===== config.mk =====
export PLATFORM = sky130hd
export DESIGN_NAME = factorial_trailing_zeros_base_b
export DESIGN_NICKNAME = d
export VERILOG_FILES = /design/src/rtl/fzb_pkg.sv /design/src/rtl/factorial_trailing_zeros_base_b.sv /design/src/rtl/fzb_div.sv
export VERILOG_INCLUDE_DIRS = /design/src /design/src/rtl
export SDC_FILE = /design/constraint.sdc
export NUM_CORES = 1
export LEC_CHECK = 0
export BUFFER_PORTS_ARGS = -buffer_cell sky130_fd_sc_hd__buf_2
export CAP_MARGIN = 10
export CORE_MARGIN = 3
export CORE_UTILIZATION = 57
export CTS_CLUSTER_DIAMETER = 150
export DETAILED_ROUTE_END_ITERATION = 7
export GPL_TIMING_DRIVEN = 0
export PLACE_DENSITY = 0.73
export RECOVER_POWER = 50
export SYNTH_ARGS = -nofsm -noshare
export SYNTH_HDL_FRONTEND = slang
export SYNTH_SLANG_ARGS = --single-unit

===== constraint.sdc =====
create_clock -name clk -period 16.6 [get_ports clk]
set_input_delay 3.32 -clock clk [delete_from_list [all_inputs] [get_ports clk]]
set_output_delay 3.32 -clock clk [all_outputs]
set_load 0.02 [all_outputs]

===== src/rtl/assert_macros.svh =====
// assertion helpers shared by the rtl of the trailing zeros block
// expects clk and rst_n in the scope of the module that uses them
`ifndef ASSERT_MACROS_SVH
`define ASSERT_MACROS_SVH

// property must hold at every clock edge outside reset
`define FZB_ASSERT(lbl, prop, msg) \
    lbl: assert property (@(posedge clk) disable iff (!rst_n) prop) else $error(msg);

// condition must never be true outside reset
`define FZB_ASSERT_NEVER(lbl, cond, msg) \
    lbl: assert property (@(posedge clk) disable iff (!rst_n) !(cond)) else $error(msg);

`endif


===== src/rtl/fzb_pkg.sv =====
// shared types and constants of the factorial trailing zeros block
// no dependencies
`timescale 1ns / 1ps

package fzb_pkg;

    localparam int N_BITS    = 21;
    localparam int BASE_W    = 10;
    localparam int ZEROS_W   = 20;
    localparam int MAX_PRIME = 29;
    localparam int D_W       = $clog2(MAX_PRIME + 2);
    localparam int E_W       = 4;
    localparam int CNT_W     = $clog2(N_BITS + 1);

    localparam logic [ZEROS_W-1:0] ZEROS_MAX = {ZEROS_W{1'b1}};

    typedef enum logic [3:0] {
        ST_IDLE,
        ST_TRIAL_CHECK,
        ST_TRIAL_WAIT,
        ST_LEFTOVER,
        ST_LEG_START,
        ST_LEG_WAIT,
        ST_EDIV_WAIT,
        ST_TAKE_MIN,
        ST_FINISH
    } fzb_state_t;

    typedef struct packed {
        logic              start;
        logic [N_BITS-1:0] dividend;
        logic [BASE_W-1:0] divisor;
    } fzb_div_req_t;

    typedef struct packed {
        logic              done;
        logic [N_BITS-1:0] quotient;
        logic [BASE_W-1:0] remainder;
    } fzb_div_rsp_t;

endpackage


===== src/rtl/factorial_trailing_zeros_base_b.sv =====
// top level: trailing zeros of n! in base b, sequencer around one shared divider
// depends on fzb_pkg, fzb_div and assert_macros.svh
`timescale 1ns / 1ps
`include "assert_macros.svh"

// usage
// - input channel in_valid / in_ready carries n_value and base; output channel
//   out_valid / out_ready carries zeros, one result per request
// - base is factored by trial division with divisors 2..29, stopping once the
//   divisor squared exceeds what is left; a leftover above 1 is one more prime
// - for each prime p with exponent e the sum of floor(n / p^k) is built by
//   repeated division of the running quotient by p, then divided by e
// - every division runs on one restoring divider, one bit per cycle, so the
//   latency grows with the number of divisions and of prime factors of base
// - the division count grows with the number of prime factors of base and with
//   log_p(n), up to about 63 divisions for base 840 with n near 2^21; a base
//   below 2 needs no division
// - in_ready is high only in idle, one request is in flight at a time
// - a finished result sits in the output register; while the receiver stalls,
//   the next request may be taken and worked on, and its result waits until
//   the held one is taken
// - counts above the output range saturate at all ones
// - reset (rst_n, asynchronous, active low) returns to idle with no result held
module factorial_trailing_zeros_base_b
    import fzb_pkg::*;
(
    input  logic               clk,
    input  logic               rst_n,
    input  logic               in_valid,
    output logic               in_ready,
    input  logic [N_BITS-1:0]  n_value,
    input  logic [BASE_W-1:0]  base,
    output logic               out_valid,
    input  logic               out_ready,
    output logic [ZEROS_W-1:0] zeros
);

    fzb_state_t         state_reg, state_next;
    logic               out_valid_reg, out_valid_next;
    logic [ZEROS_W-1:0] zeros_reg, zeros_next;

    // per request working registers
    logic [N_BITS-1:0]  n_reg, n_next;       // factorial argument
    logic [BASE_W-1:0]  rem_reg, rem_next;   // unfactored part of the base
    logic [D_W-1:0]     d_reg, d_next;       // trial divisor
    logic [E_W-1:0]     e_reg, e_next;       // exponent of current prime
    logic [BASE_W-1:0]  p_reg, p_next;       // current prime
    logic [N_BITS-1:0]  sum_reg, sum_next;   // legendre sum
    logic [N_BITS-1:0]  cand_reg, cand_next; // sum divided by exponent
    logic [N_BITS-1:0]  best_reg, best_next; // running minimum
    logic               have_reg, have_next;
    logic               last_reg, last_next; // working on the leftover prime

    fzb_div_req_t       div_req;
    fzb_div_rsp_t       div_rsp;

    logic [2*D_W-1:0]   d_sq;
    logic [ZEROS_W-1:0] best_sat;

    // used by the checks at the end
    logic               in_fire;
    logic               div_waiting;

    assign d_sq     = {{D_W{1'b0}}, d_reg} * {{D_W{1'b0}}, d_reg};
    assign best_sat = (best_reg > N_BITS'(ZEROS_MAX)) ? ZEROS_MAX : best_reg[ZEROS_W-1:0];

    fzb_div u_div (
        .clk   (clk),
        .rst_n (rst_n),
        .req   (div_req),
        .rsp   (div_rsp)
    );

    always_comb
    begin
        state_next     = state_reg;
        out_valid_next = out_valid_reg;
        zeros_next     = zeros_reg;
        n_next         = n_reg;
        rem_next       = rem_reg;
        d_next         = d_reg;
        e_next         = e_reg;
        p_next         = p_reg;
        sum_next       = sum_reg;
        cand_next      = cand_reg;
        best_next      = best_reg;
        have_next      = have_reg;
        last_next      = last_reg;
        in_ready       = 1'b0;
        div_req        = '0;

        // held result leaves when taken
        if (out_valid_reg && out_ready)
        begin
            out_valid_next = 1'b0;
        end

        case (state_reg)
            ST_IDLE:
            begin
                in_ready = 1'b1;
                if (in_valid)
                begin
                    n_next    = n_value;
                    rem_next  = base;
                    best_next = '0;
                    have_next = 1'b0;
                    last_next = 1'b0;
                    d_next    = D_W'(2);
                    // base below 2 has no factors, answer is zero
                    state_next = (base < BASE_W'(2)) ? ST_FINISH : ST_TRIAL_CHECK;
                end
            end

            ST_TRIAL_CHECK:
            begin
                if ((d_reg > D_W'(MAX_PRIME)) || (d_sq > rem_reg))
                begin
                    state_next = ST_LEFTOVER;
                end
                else
                begin
                    div_req.start    = 1'b1;
                    div_req.dividend = N_BITS'(rem_reg);
                    div_req.divisor  = BASE_W'(d_reg);
                    e_next           = '0;
                    state_next       = ST_TRIAL_WAIT;
                end
            end

            ST_TRIAL_WAIT:
            begin
                if (div_rsp.done)
                begin
                    if (div_rsp.remainder == '0)
                    begin
                        // divides evenly: strip the factor and try again
                        rem_next         = div_rsp.quotient[BASE_W-1:0];
                        e_next           = e_reg + E_W'(1);
                        div_req.start    = 1'b1;
                        div_req.dividend = div_rsp.quotient;
                        div_req.divisor  = BASE_W'(d_reg);
                    end
                    else if (e_reg != '0)
                    begin
                        p_next     = BASE_W'(d_reg);
                        state_next = ST_LEG_START;
                    end
                    else
                    begin
                        d_next     = d_reg + D_W'(1);
                        state_next = ST_TRIAL_CHECK;
                    end
                end
            end

            ST_LEFTOVER:
            begin
                if (rem_reg > BASE_W'(1))
                begin
                    p_next     = rem_reg;
                    e_next     = E_W'(1);
                    last_next  = 1'b1;
                    state_next = ST_LEG_START;
                end
                else
                begin
                    state_next = ST_FINISH;
                end
            end

            ST_LEG_START:
            begin
                div_req.start    = 1'b1;
                div_req.dividend = n_reg;
                div_req.divisor  = p_reg;
                sum_next         = '0;
                state_next       = ST_LEG_WAIT;
            end

            ST_LEG_WAIT:
            begin
                if (div_rsp.done)
                begin
                    if (div_rsp.quotient == '0)
                    begin
                        if (e_reg == E_W'(1))
                        begin
                            cand_next  = sum_reg;
                            state_next = ST_TAKE_MIN;
                        end
                        else
                        begin
                            div_req.start    = 1'b1;
                            div_req.dividend = sum_reg;
                            div_req.divisor  = BASE_W'(e_reg);
                            state_next       = ST_EDIV_WAIT;
                        end
                    end
                    else
                    begin
                        // floor(n / p^k) = floor(floor(n / p^(k-1)) / p)
                        sum_next         = sum_reg + div_rsp.quotient;
                        div_req.start    = 1'b1;
                        div_req.dividend = div_rsp.quotient;
                        div_req.divisor  = p_reg;
                    end
                end
            end

            ST_EDIV_WAIT:
            begin
                if (div_rsp.done)
                begin
                    cand_next  = div_rsp.quotient;
                    state_next = ST_TAKE_MIN;
                end
            end

            ST_TAKE_MIN:
            begin
                if (!have_reg || (cand_reg < best_reg))
                begin
                    best_next = cand_reg;
                end
                have_next = 1'b1;
                if (last_reg)
                begin
                    state_next = ST_FINISH;
                end
                else
                begin
                    d_next     = d_reg + D_W'(1);
                    state_next = ST_TRIAL_CHECK;
                end
            end

            ST_FINISH:
            begin
                if (!out_valid_reg || out_ready)
                begin
                    zeros_next     = best_sat;
                    out_valid_next = 1'b1;
                    state_next     = ST_IDLE;
                end
            end

            default:
            begin
                state_next = ST_IDLE;
            end
        endcase
    end

    always_ff @(posedge clk or negedge rst_n)
    begin
        if (!rst_n)
        begin
            state_reg     <= ST_IDLE;
            out_valid_reg <= 1'b0;
        end
        else
        begin
            state_reg     <= state_next;
            out_valid_reg <= out_valid_next;
        end
    end

    always_ff @(posedge clk)
    begin
        zeros_reg <= zeros_next;
        n_reg     <= n_next;
        rem_reg   <= rem_next;
        d_reg     <= d_next;
        e_reg     <= e_next;
        p_reg     <= p_next;
        sum_reg   <= sum_next;
        cand_reg  <= cand_next;
        best_reg  <= best_next;
        have_reg  <= have_next;
        last_reg  <= last_next;
    end

    assign out_valid = out_valid_reg;
    assign zeros     = zeros_reg;

    assign in_fire     = in_valid && in_ready;
    assign div_waiting = (state_reg == ST_TRIAL_WAIT) || (state_reg == ST_LEG_WAIT)
                         || (state_reg == ST_EDIV_WAIT);

    `FZB_ASSERT(a_accept_starts_work, in_fire |=> (state_reg != ST_IDLE), "request not started")
    `FZB_ASSERT(a_done_in_wait, div_rsp.done |-> div_waiting, "divider done outside a wait state")
    `FZB_ASSERT(a_leg_has_exp, (state_reg == ST_LEG_WAIT) |-> (e_reg != '0), "zero exponent")
    `FZB_ASSERT(a_min_after_factor, (state_reg == ST_TAKE_MIN) |=> have_reg, "minimum not marked")

endmodule


===== src/rtl/fzb_div.sv =====
// shared restoring divider, one quotient bit per cycle
// depends on fzb_pkg and assert_macros.svh
`timescale 1ns / 1ps
`include "assert_macros.svh"

module fzb_div
    import fzb_pkg::*;
(
    input  logic         clk,
    input  logic         rst_n,
    input  fzb_div_req_t req,
    output fzb_div_rsp_t rsp
);

    logic              busy_reg, busy_next;
    logic              done_reg, done_next;
    logic [CNT_W-1:0]  cnt_reg, cnt_next;
    logic [N_BITS-1:0] quo_reg, quo_next;
    logic [BASE_W-1:0] part_reg, part_next;
    logic [BASE_W-1:0] dsr_reg, dsr_next;

    logic [BASE_W:0]   trial;
    logic [BASE_W:0]   diff;
    logic              fits;

    assign trial = {part_reg, quo_reg[N_BITS-1]};
    assign diff  = trial - {1'b0, dsr_reg};
    assign fits  = (trial >= {1'b0, dsr_reg});

    always_comb
    begin
        busy_next = busy_reg;
        done_next = 1'b0;
        cnt_next  = cnt_reg;
        quo_next  = quo_reg;
        part_next = part_reg;
        dsr_next  = dsr_reg;
        if (req.start && !busy_reg)
        begin
            busy_next = 1'b1;
            cnt_next  = CNT_W'(N_BITS);
            quo_next  = req.dividend;
            part_next = '0;
            dsr_next  = req.divisor;
        end
        else if (busy_reg)
        begin
            quo_next  = {quo_reg[N_BITS-2:0], fits};
            part_next = fits ? diff[BASE_W-1:0] : trial[BASE_W-1:0];
            cnt_next  = cnt_reg - CNT_W'(1);
            if (cnt_reg == CNT_W'(1))
            begin
                busy_next = 1'b0;
                done_next = 1'b1;
            end
        end
    end

    always_ff @(posedge clk or negedge rst_n)
    begin
        if (!rst_n)
        begin
            busy_reg <= 1'b0;
            done_reg <= 1'b0;
            cnt_reg  <= '0;
        end
        else
        begin
            busy_reg <= busy_next;
            done_reg <= done_next;
            cnt_reg  <= cnt_next;
        end
    end

    always_ff @(posedge clk)
    begin
        quo_reg  <= quo_next;
        part_reg <= part_next;
        dsr_reg  <= dsr_next;
    end

    assign rsp.done      = done_reg;
    assign rsp.quotient  = quo_reg;
    assign rsp.remainder = part_reg;

    `FZB_ASSERT_NEVER(a_start_while_busy, req.start && busy_reg, "divider started while busy")
    `FZB_ASSERT(a_done_after_busy, done_reg |-> $past(busy_reg), "done without a running division")

endmodule


Word-level counts from Yosys, hierarchy flattened
Cells that the tools add are included.

operators by class
  multiplexer cells = 71
  eq/ne operators = 28
  reductions and logical operators = 34
  $lt $le $gt $ge = 7
  add/sub/neg operators = 5
  multipliers = 1

operators by type and width
  kind                                                             number
  two-way mux 21 bit                                               10
  two-way mux 32 bit                                               6
  one-hot mux 32 bit (4 select lines)                              1
  one-hot mux 21 bit (2 select lines)                              3
  two-way mux 10 bit                                               8
  two-way mux 4 bit                                                14
  one-hot mux 10 bit (2 select lines)                              2
  one-hot mux 4 bit (9 select lines)                               1
  two-way mux 5 bit                                                7
  inequality test 2 bit, second input constant                     13
  adder 21 bit                                                     1
  greater-than comparator 21 x 20 -> 1 bit, second input constant  1
  logical NOT 21 bit                                               1
  less-than comparator 21 bit                                      1
  equality test 4 x 3 -> 1 bit, second input constant              4
  one-hot mux 5 bit (3 select lines)                               1
  AND reduction 5 bit                                              3
  two-way mux 1 bit                                                14
  nonzero test 2 bit                                               7
  one-hot mux 4 bit (3 select lines)                               1
  AND reduction 3 bit                                              4
  >= comparator 11 x 10 -> 1 bit                                   1
  greater-than comparator 10 x 1 -> 1 bit, second input constant   1
  greater-than comparator 10 bit                                   1
  26 further kinds                                                 40

storage, ports and cells
  word-level logic and storage cells = 165
  output and inout bits = 22
  flip-flop bits (word level) = 188

Longest topological paths before layout
Gate-level depths: netlist of the first run.

  depth in word-level cells = 8
  gate-level depth with buffers = 22
  mapped depth without buffers = 21

Modules after synthesis
From an unflattened synthesis of the first run, not the netlist that was laid out.

unflattened totals
  cell total of the unflattened synthesis = 1019
  area, all modules = 11120.7 um2

by module, submodules not included
  module                           times used  cells each  area each (um2)
  factorial_trailing_zeros_base_b  1           804         8619.5
  fzb_div                          1           215         2501.1

Least setup slack after synthesis of the first run
OpenSTA, ideal clock, no wires.

  kind = register -> register
  start = reg d_reg[2]
  end = reg u_div.quo_reg[0] (enable)
  data required time = 16223 ps
  path buffers = 1
  data arrival time = 4984 ps
  path slack = 11240 ps
  clock period less this slack = 5360 ps
  stages on the path, launching flop included = 21
  setup time = 377 ps
  cells stage by stage = edfxtp_1 > inv_1 > fa_1 > fa_1 > inv_1 > ha_1 > a31o_2 > ha_1 > inv_1 > o21bai_1 > a21oi_1 > o21bai_1 > a21oi_1 > xor2_1 > ha_1 > nand4_1 > nor4_1 > a22oi_1 > o21ai_2 > buf_2 > a21o_1

between the ends
  longest elaborated chain between the ends = 8
  elaborated cells between the ends (all ways) = 11
  classes of those cells = mul: 1; order compare: 2; eq/ne: 2; mux: 2; reduce/logical: 4

ends and longest elaborated chain
  what                                                                          RTL line                                RTL
  start, declared                                                               factorial_trailing_zeros_base_b.sv:45   logic [D_W-1:0] d_reg, d_next;
  start signal, assigned                                                        factorial_trailing_zeros_base_b.sv:274  d_reg <= d_next;
  multiplier 5 x 5 -> 10 bit                                                    factorial_trailing_zeros_base_b.sv:64   assign d_sq = {{D_W{1'b0}}, d_reg} * {{D_W{1'b0}}, d_reg};
  greater-than comparator 10 bit                                                factorial_trailing_zeros_base_b.sv:117  if ((d_reg > D_W'(MAX_PRIME)) || (d_sq > rem_reg))
  logical OR 1 bit (*)                                                          factorial_trailing_zeros_base_b.sv:117
  two-way mux 32 bit (*)                                                        factorial_trailing_zeros_base_b.sv:117
  one-hot mux 32 bit (4 select lines) (*)                                       factorial_trailing_zeros_base_b.sv:98   case (state_reg)
  logical AND 1 bit (*)                                                         fzb_div.sv:38                           if (req.start && !busy_reg)
  inequality test 4 bit (no line) / nonzero test 2 bit (equally long branches)  -
  AND reduction 3 bit (no line) (*)                                             -
  end signal, assigned                                                          fzb_div.sv:77                           quo_reg <= quo_next;
  end, declared                                                                 fzb_div.sv:18                           logic [N_BITS-1:0] quo_reg, quo_next;

Mark *: on every way between the ends. The rest lies on a longest branch, timed or not.
A chain may end at the register's enable or synchronous reset.

Worst setup path after layout of the first run
  start = reg d_reg[2]
  end = reg u_div.quo_reg[6] (enable)

Same word-level chain as after synthesis.

==> metrics.csv, run 1 <==
metric,value,unit
status,finished with violations,
violations,"capacitance limit, slew limit",
area_growth,11.0,%
drc,0,
clockBufferDepth,2,
numCtsBuffers,17,
power.density,201,nW/um^2
seq_area_frac_synth,50.8,%
yosys-top-cells-count,"edfxtp_1, nand2_1, inv_1",
dr.pass1.iters,6,
final_cell_area,12000,um^2
cts_hold_buf,0,
grt_pass1_wl,40800,um
whs_endpoint,u_div.done_reg,
synth_edf_count,166,
n_antenna_cell,0,
postPlaceCellArea,11400,um^2
maxSlewViolCount,53,
ir_worst_vdd,128,uV
port_buffers,56,
gp_congestion,0.909,
period_minus_slack,6350,ps
async_flop_share,6.38,%
core,18300,um^2
ys_types,72,
avgViaCountPerCell,6.13,
p_total,2.41,mW
die_area,20600,um^2
antenna_left,0,
synth_nets,1119,
initial_core_util,59.1,%
grt_pass1_vias,7723,
holdPathStages,1,
worst_ep_required_time,16660,ps
postCtsSetupBuffers,0,
cts.sinks,188,
yosys_register_bits,188,
grt_use_total,25.3,%
cp-end-kind,flip-flop,
dp_hpwl,18800,um
drt_wl_total,25400,um
antenna_found_initial,1,
fmax,0.158,GHz
grt_overflow,0,
fp.dieH,144,um
crit_path_start_kind,flip-flop,
drv_cap,2,
io-pin-count,57,
synth_top_area_cell,edfxtp_1,
rows,49,
rsz0062_at_grt,false,
yosysMostFrequentCell,edfxtp_1,
drtIter0Drc,837,
cp_max_fo,21,
hold_viol_final,0,
synthTopCellsByArea,"edfxtp_1, ha_1, nand2_1",
die_w,144,um
maxSlewHeadroom,-9.88,%
worst_pin_slew,1650,ps
cts_tree,yes,
yosysWarnings,0,
finClkSkew,11.6,ps
grt_max_degree,31,
finalCoreUtilization,65.7,%
htreeDepth,4,
holdCritPathClass,flip-flop to flip-flop,
crit_type,flip-flop to flip-flop,
setup_viol,0,
drive_gt1_share,9.24,%
fin_hold_ws,494,ps
wl_per_cell,19.2,um
r2r_start,d_reg[2],
reg2reg_depth,20,
syn_inst,1003,
tns,0,ps
synth.avg_cell_area,10.8,um^2
post-route-period-util,38.2,%
crit_arrival,6400,ps
clk_pin_slew,70,ps
nets,1196,
worst_r2r_endpoint,u_div.quo_reg[6],
dr_total_vias,8101,
regToRegSetupSlack,10250,ps
syn_area,10800,um^2
synth_top_area_share,46.1,%
holdCritStartpoint,u_div.cnt_reg[4],
synthFlopType,edfxtp_1,
cts_resized,0,
clk_latency,440,ps
leakagePower,4.73,nW
cts_root_buf,clkbuf_16,
-- worst max-delay path: stages (launching register included) --
cell and delay (ps):
edfxtp_1 490, inv_1 280, fa_1 470, fa_1 510, inv_1 40, ha_1 280, a31o_2 240, ha_1 300
inv_1 80, o21bai_1 70, a21oi_1 240, o21bai_1 90, a21oi_1 180, xor2_1 90, ha_1 290, nand4_1 120
nor4_1 360, a22oi_1 310, o21ai_2 400, buf_2 300, a21o_1 800
-- power breakdown --
group | switching, mW | internal (mW) | total [mW]
clock network | 0.194 | 0.245 | 0.438
logic | 0.703 | 0.442 | 1.15
registers | 0.119 | 0.707 | 0.826
total | 1.02 | 1.39 | 2.41
-- per-stage QoR --
stage               setup WS (ps)  std cells
global placement            10350       1288
floorplan                   11240       1003
finish                      10250       1322
detailed placement          10300       1290
global route                 9760       1322
CTS                         10290       1322
-- metal layers --
metal	vias to the layer above	wire (um)	global-route usage, %
li1	3883	-	-
met1	3854	11500	36.6
met2	331	11500	38.6
met3	31	1970	6.29
met4	2	341	6.34
met5	-	5	0
-- cell type report --
| type | count | area (um^2) |
|---|---|---|
| multi-input cells | 688 | 4810 |
| clock buffers | 18 | 429 |
| repair buffers | 58 | 283 |
| fillers | 1455 | 6270 |
| plain buffers | 42 | 175 |
| flip-flops and latches | 188 | 5490 |
| clock inverters | 14 | 205 |
| inverters | 85 | 319 |
| well taps | 229 | 287 |
-- cells by family after synthesis --
group                      share of synthesized area, %
and+or+nand+nor                                    14.3
AOI/OAI and AO/OA                                  15.0
buffers and inverters                              4.60
adders and majority gates                          9.66
xor gates and xnor gates                           2.19
muxes                                              3.43
DFF                                                50.8
-- layout by cell type (no fill, tap or decap), types with 7 or more instances in the layout --
cell type  count
ha_1          77
edfxtp_1     166
a22oi_1        7
buf_2         48
o311ai_0       8
a2bb2oi_1     11
nor4_1        15
o21ai_0       46
nand2_1      101
dfxtp_1       10
a21oi_1       41
dfrtp_1       12
xor2_1         8
clkbuf_1      50
nand4_1       14
and2_1        16
xnor2_1       19
a22o_1        12
nand2b_1       7
nor3_1        14
a21o_1        14
o31ai_1       14
mux2_1        23
nor2_1        71
mux2_2         9
nand3_1       29
o211ai_1       7
a211oi_1      11
and2_0        16
inv_1         85
clkbuf_16     17
a221oi_1      12
-- worst max path at each step --
stage / startpoint / endpoint / slack [ps] / depth (start not counted)
global placement: d_reg[2] / u_div.quo_reg[5] / 10350 / 20
CTS: d_reg[2] / u_div.quo_reg[6] / 10290 / 20
global route: d_reg[2] / u_div.quo_reg[6] / 9760 / 20
floorplan: d_reg[2] / u_div.quo_reg[0] / 11240 / 20
detailed placement: d_reg[2] / u_div.quo_reg[15] / 10300 / 20
finish: d_reg[2] / u_div.quo_reg[6] / 10250 / 20
No activity file was read; power rests on OpenSTA's default activity.
==> run 2, diff against run 1 <==
clock period = 6.2 ns   (was 16.6 ns; I/O delays follow)
==> metrics.csv, run 2 (synthesized netlist as in run 1, its figures left out) <==
metric,value,unit,change
ir_worst_vdd,342,uV,was 128 uV
crit_type,flip-flop to flip-flop,,unchanged
antenna_left,0,,unchanged
maxSlewHeadroom,-10.6,%,was -9.88%
crit_arrival,5960,ps,was 6400 ps
clockBufferDepth,2,,unchanged
cp_num_buf_inv,4,,unchanged
cp-end-kind,flip-flop,,unchanged
critPathTopFamily,adder cells,,was compound AO/OA/AOI/OAI gates
die_w,144,um,unchanged
io-pin-count,57,,unchanged
dr_total_vias,8112,,was 8101
numCtsBuffers,17,,unchanged
power.density,539,nW/um^2,was 201 nW/um^2
clk_pin_slew,70,ps,about the same
intPower,3.75,mW,was 1.39 mW
holdCritStartpoint,u_div.cnt_reg[4],,unchanged
cts.sinks,188,,unchanged
antenna_found_initial,1,,unchanged
hold_viol_final,0,,unchanged
gp_congestion,0.909,,unchanged
reg2reg_depth,20,,unchanged
dp_hpwl,18800,um,unchanged
pwr-share-seq,34.1,%,was 34.3%
combPwrFrac,47.8,%,was 47.5%
drt_wl_total,25400,um,about the same
setup_viol,0,,unchanged
nets,1196,,unchanged
maxSlewViolCount,52,,was 53
crit_path_start_kind,flip-flop,,unchanged
final_common_cell,edfxtp_1,,unchanged
drv_cap,2,,unchanged
core,18300,um^2,unchanged
leakagePower,4.70,nW,was 4.73 nW
grt_use_total,25.3,%,unchanged
clockPowerShare,18.1,%,was 18.2%
critPathMaxStageDelay,510,ps,was 800 ps
n_antenna_cell,0,,unchanged
grt_pass1_vias,7723,,unchanged
final_cell_area,12000,um^2,about the same
post-route-period-util,93.1,%,was 38.2%
final_cell_mix,"edfxtp_1, nand2_1, inv_1, ha_1, nor2_1",,unchanged
rsz0062_at_grt,false,,unchanged
dr.pass1.iters,5,,was 6
grt_pass1_wl,40800,um,unchanged
worst_pin_slew,1660,ps,was 1650 ps
r2r_start,d_reg[2],,unchanged
port_buffers,56,,unchanged
crit_chain,"inv_1, fa_1, fa_1, inv_1, ha_1, a31o_2, ha_1, inv_1, o21bai_1, a21oi_1, o21bai_1, a21oi_1, xor2_1, ha_1, nand4_1, nor4_1, a22oi_2, o32ai_4, buf_6, mux2_1",,"was inv_1, fa_1, fa_1, inv_1, ha_1, a31o_2, ha_1, inv_1, o21bai_1, a21oi_1, o21bai_1, a21oi_1, xor2_1, ha_1, nand4_1, nor4_1, a22oi_1, o21ai_2, buf_2, a21o_1"
avgViaCountPerCell,6.14,,was 6.13
whs_endpoint,u_div.done_reg,,unchanged
cp_max_fo,10,,was 21
holdCritPathClass,flip-flop to flip-flop,,unchanged
grt_max_degree,31,,unchanged
p_total,6.47,mW,was 2.41 mW
initial_core_util,59.1,%,unchanged
fmax,0.173,GHz,was 0.158 GHz
worst_ep_required_time,6390,ps,was 16660 ps
drc,0,,unchanged
dp.cells,1290,,unchanged
crit_cells,20,,unchanged
drive_gt1_share,9.52,%,was 9.24%
crit_path_top_delay_cell,fa_1,,was a21o_1
regToRegSetupSlack,430,ps,was 10250 ps
status,finished with violations,,unchanged
cts_tree,yes,,unchanged
fill_cells,1453,,was 1455
finClkSkew,9.01,ps,was 11.6 ps
p_sw_share,42.1,%,about the same
drtIter0Drc,752,,was 837
htreeDepth,4,,unchanged
fp.dieH,144,um,unchanged
period_minus_slack,5770,ps,was 6350 ps
postPlaceCellArea,11400,um^2,unchanged
stdcell_count,1322,,unchanged
die_area,20600,um^2,unchanged
power.switching,2.72,mW,was 1.02 mW
worst_r2r_endpoint,u_div.quo_reg[12],,was u_div.quo_reg[6]
cts_root_buf,clkbuf_16,,unchanged
violations,"capacitance limit, slew limit",,unchanged
rows,49,,unchanged
clk_latency,440,ps,about the same
area_growth,11.1,%,was 11.0%
holdPathStages,1,,unchanged
grt_overflow,0,,unchanged
wl_per_cell,19.2,um,about the same
run 2: worst register-to-register path, cell delays in order, from the launching register on:
cell and delay [ps]:
edfxtp_1 490, inv_1 280, fa_1 470, fa_1 510, inv_1 40, ha_1 280, a31o_2 240, ha_1 300
inv_1 80, o21bai_1 70, a21oi_1 240, o21bai_1 90, a21oi_1 180, xor2_1 90, ha_1 290, nand4_1 120
nor4_1 430, a22oi_2 260, o32ai_4 490, buf_6 230, mux2_1 340
run 2: power groups by stage:
stage / clock [mW] / combinational (mW) / sequential (mW)
final: 1.17 / 3.09 / 2.21
after global routing: 1.23 / 3.47 / 2.25
after CTS: 1.18 / 3.05 / 2.19
after detailed placement: 0 / 3.01 / 2.22
after global placement: 0 / 2.91 / 2.22
after floorplan: 0 / 2.33 / 2.10
run 2: what timing repair did:
item	CTS	global route
setup endpoints to repair	21	37
gates resized for setup	1	3
buffers inserted	0	0
pin swaps	0	0
hold buffers	0	0
run 2: metrics by stage:
stage                     setup slack [ps]  hold slack (ps)  TNS [ps]  utilization [%]
final                                  426              501         0             65.7
after global routing                  21.9              525         0             65.7
after CTS                              169              501         0             65.9
after detailed placement             -95.2              496     -1990             62.5
after global placement               -53.4              489     -1100             62.2
after floorplan                        840              464         0                -
run 2: how the worst max path moves through the flow:
stage / start / end / slack, ps
2_1_floorplan: d_reg[2] / u_div.quo_reg[0] / 840
3_3_place_gp: d_reg[2] / u_div.quo_reg[6] / -50
3_5_place_dp: d_reg[2] / u_div.quo_reg[15] / -100
4_1_cts: d_reg[2] / u_div.quo_reg[6] / 170
5_1_grt: d_reg[2] / u_div.quo_reg[6] / 20
6_report: d_reg[2] / u_div.quo_reg[12] / 430
run 2: area by class of cell:
class | instances | area (um^2) | share of cell area, %
inverter | 85 | 319 | 2.66
multi-input combinational | 688 | 4830 | 40.3
buffer | 42 | 175 | 1.46
clock inverter | 14 | 205 | 1.71
tap | 229 | 287 | 2.39
timing repair buffer | 58 | 269 | 2.24
sequential | 188 | 5490 | 45.7
clock buffer | 18 | 429 | 3.58
run 2: routing by layer:
metal	track usage, %	part of all wire (%)	wire length [um]
met4	6.34	1.5	374
met1	36.6	45	11500
met2	38.6	45	11500
met5	0	0.051	13
met3	6.29	8.1	2070
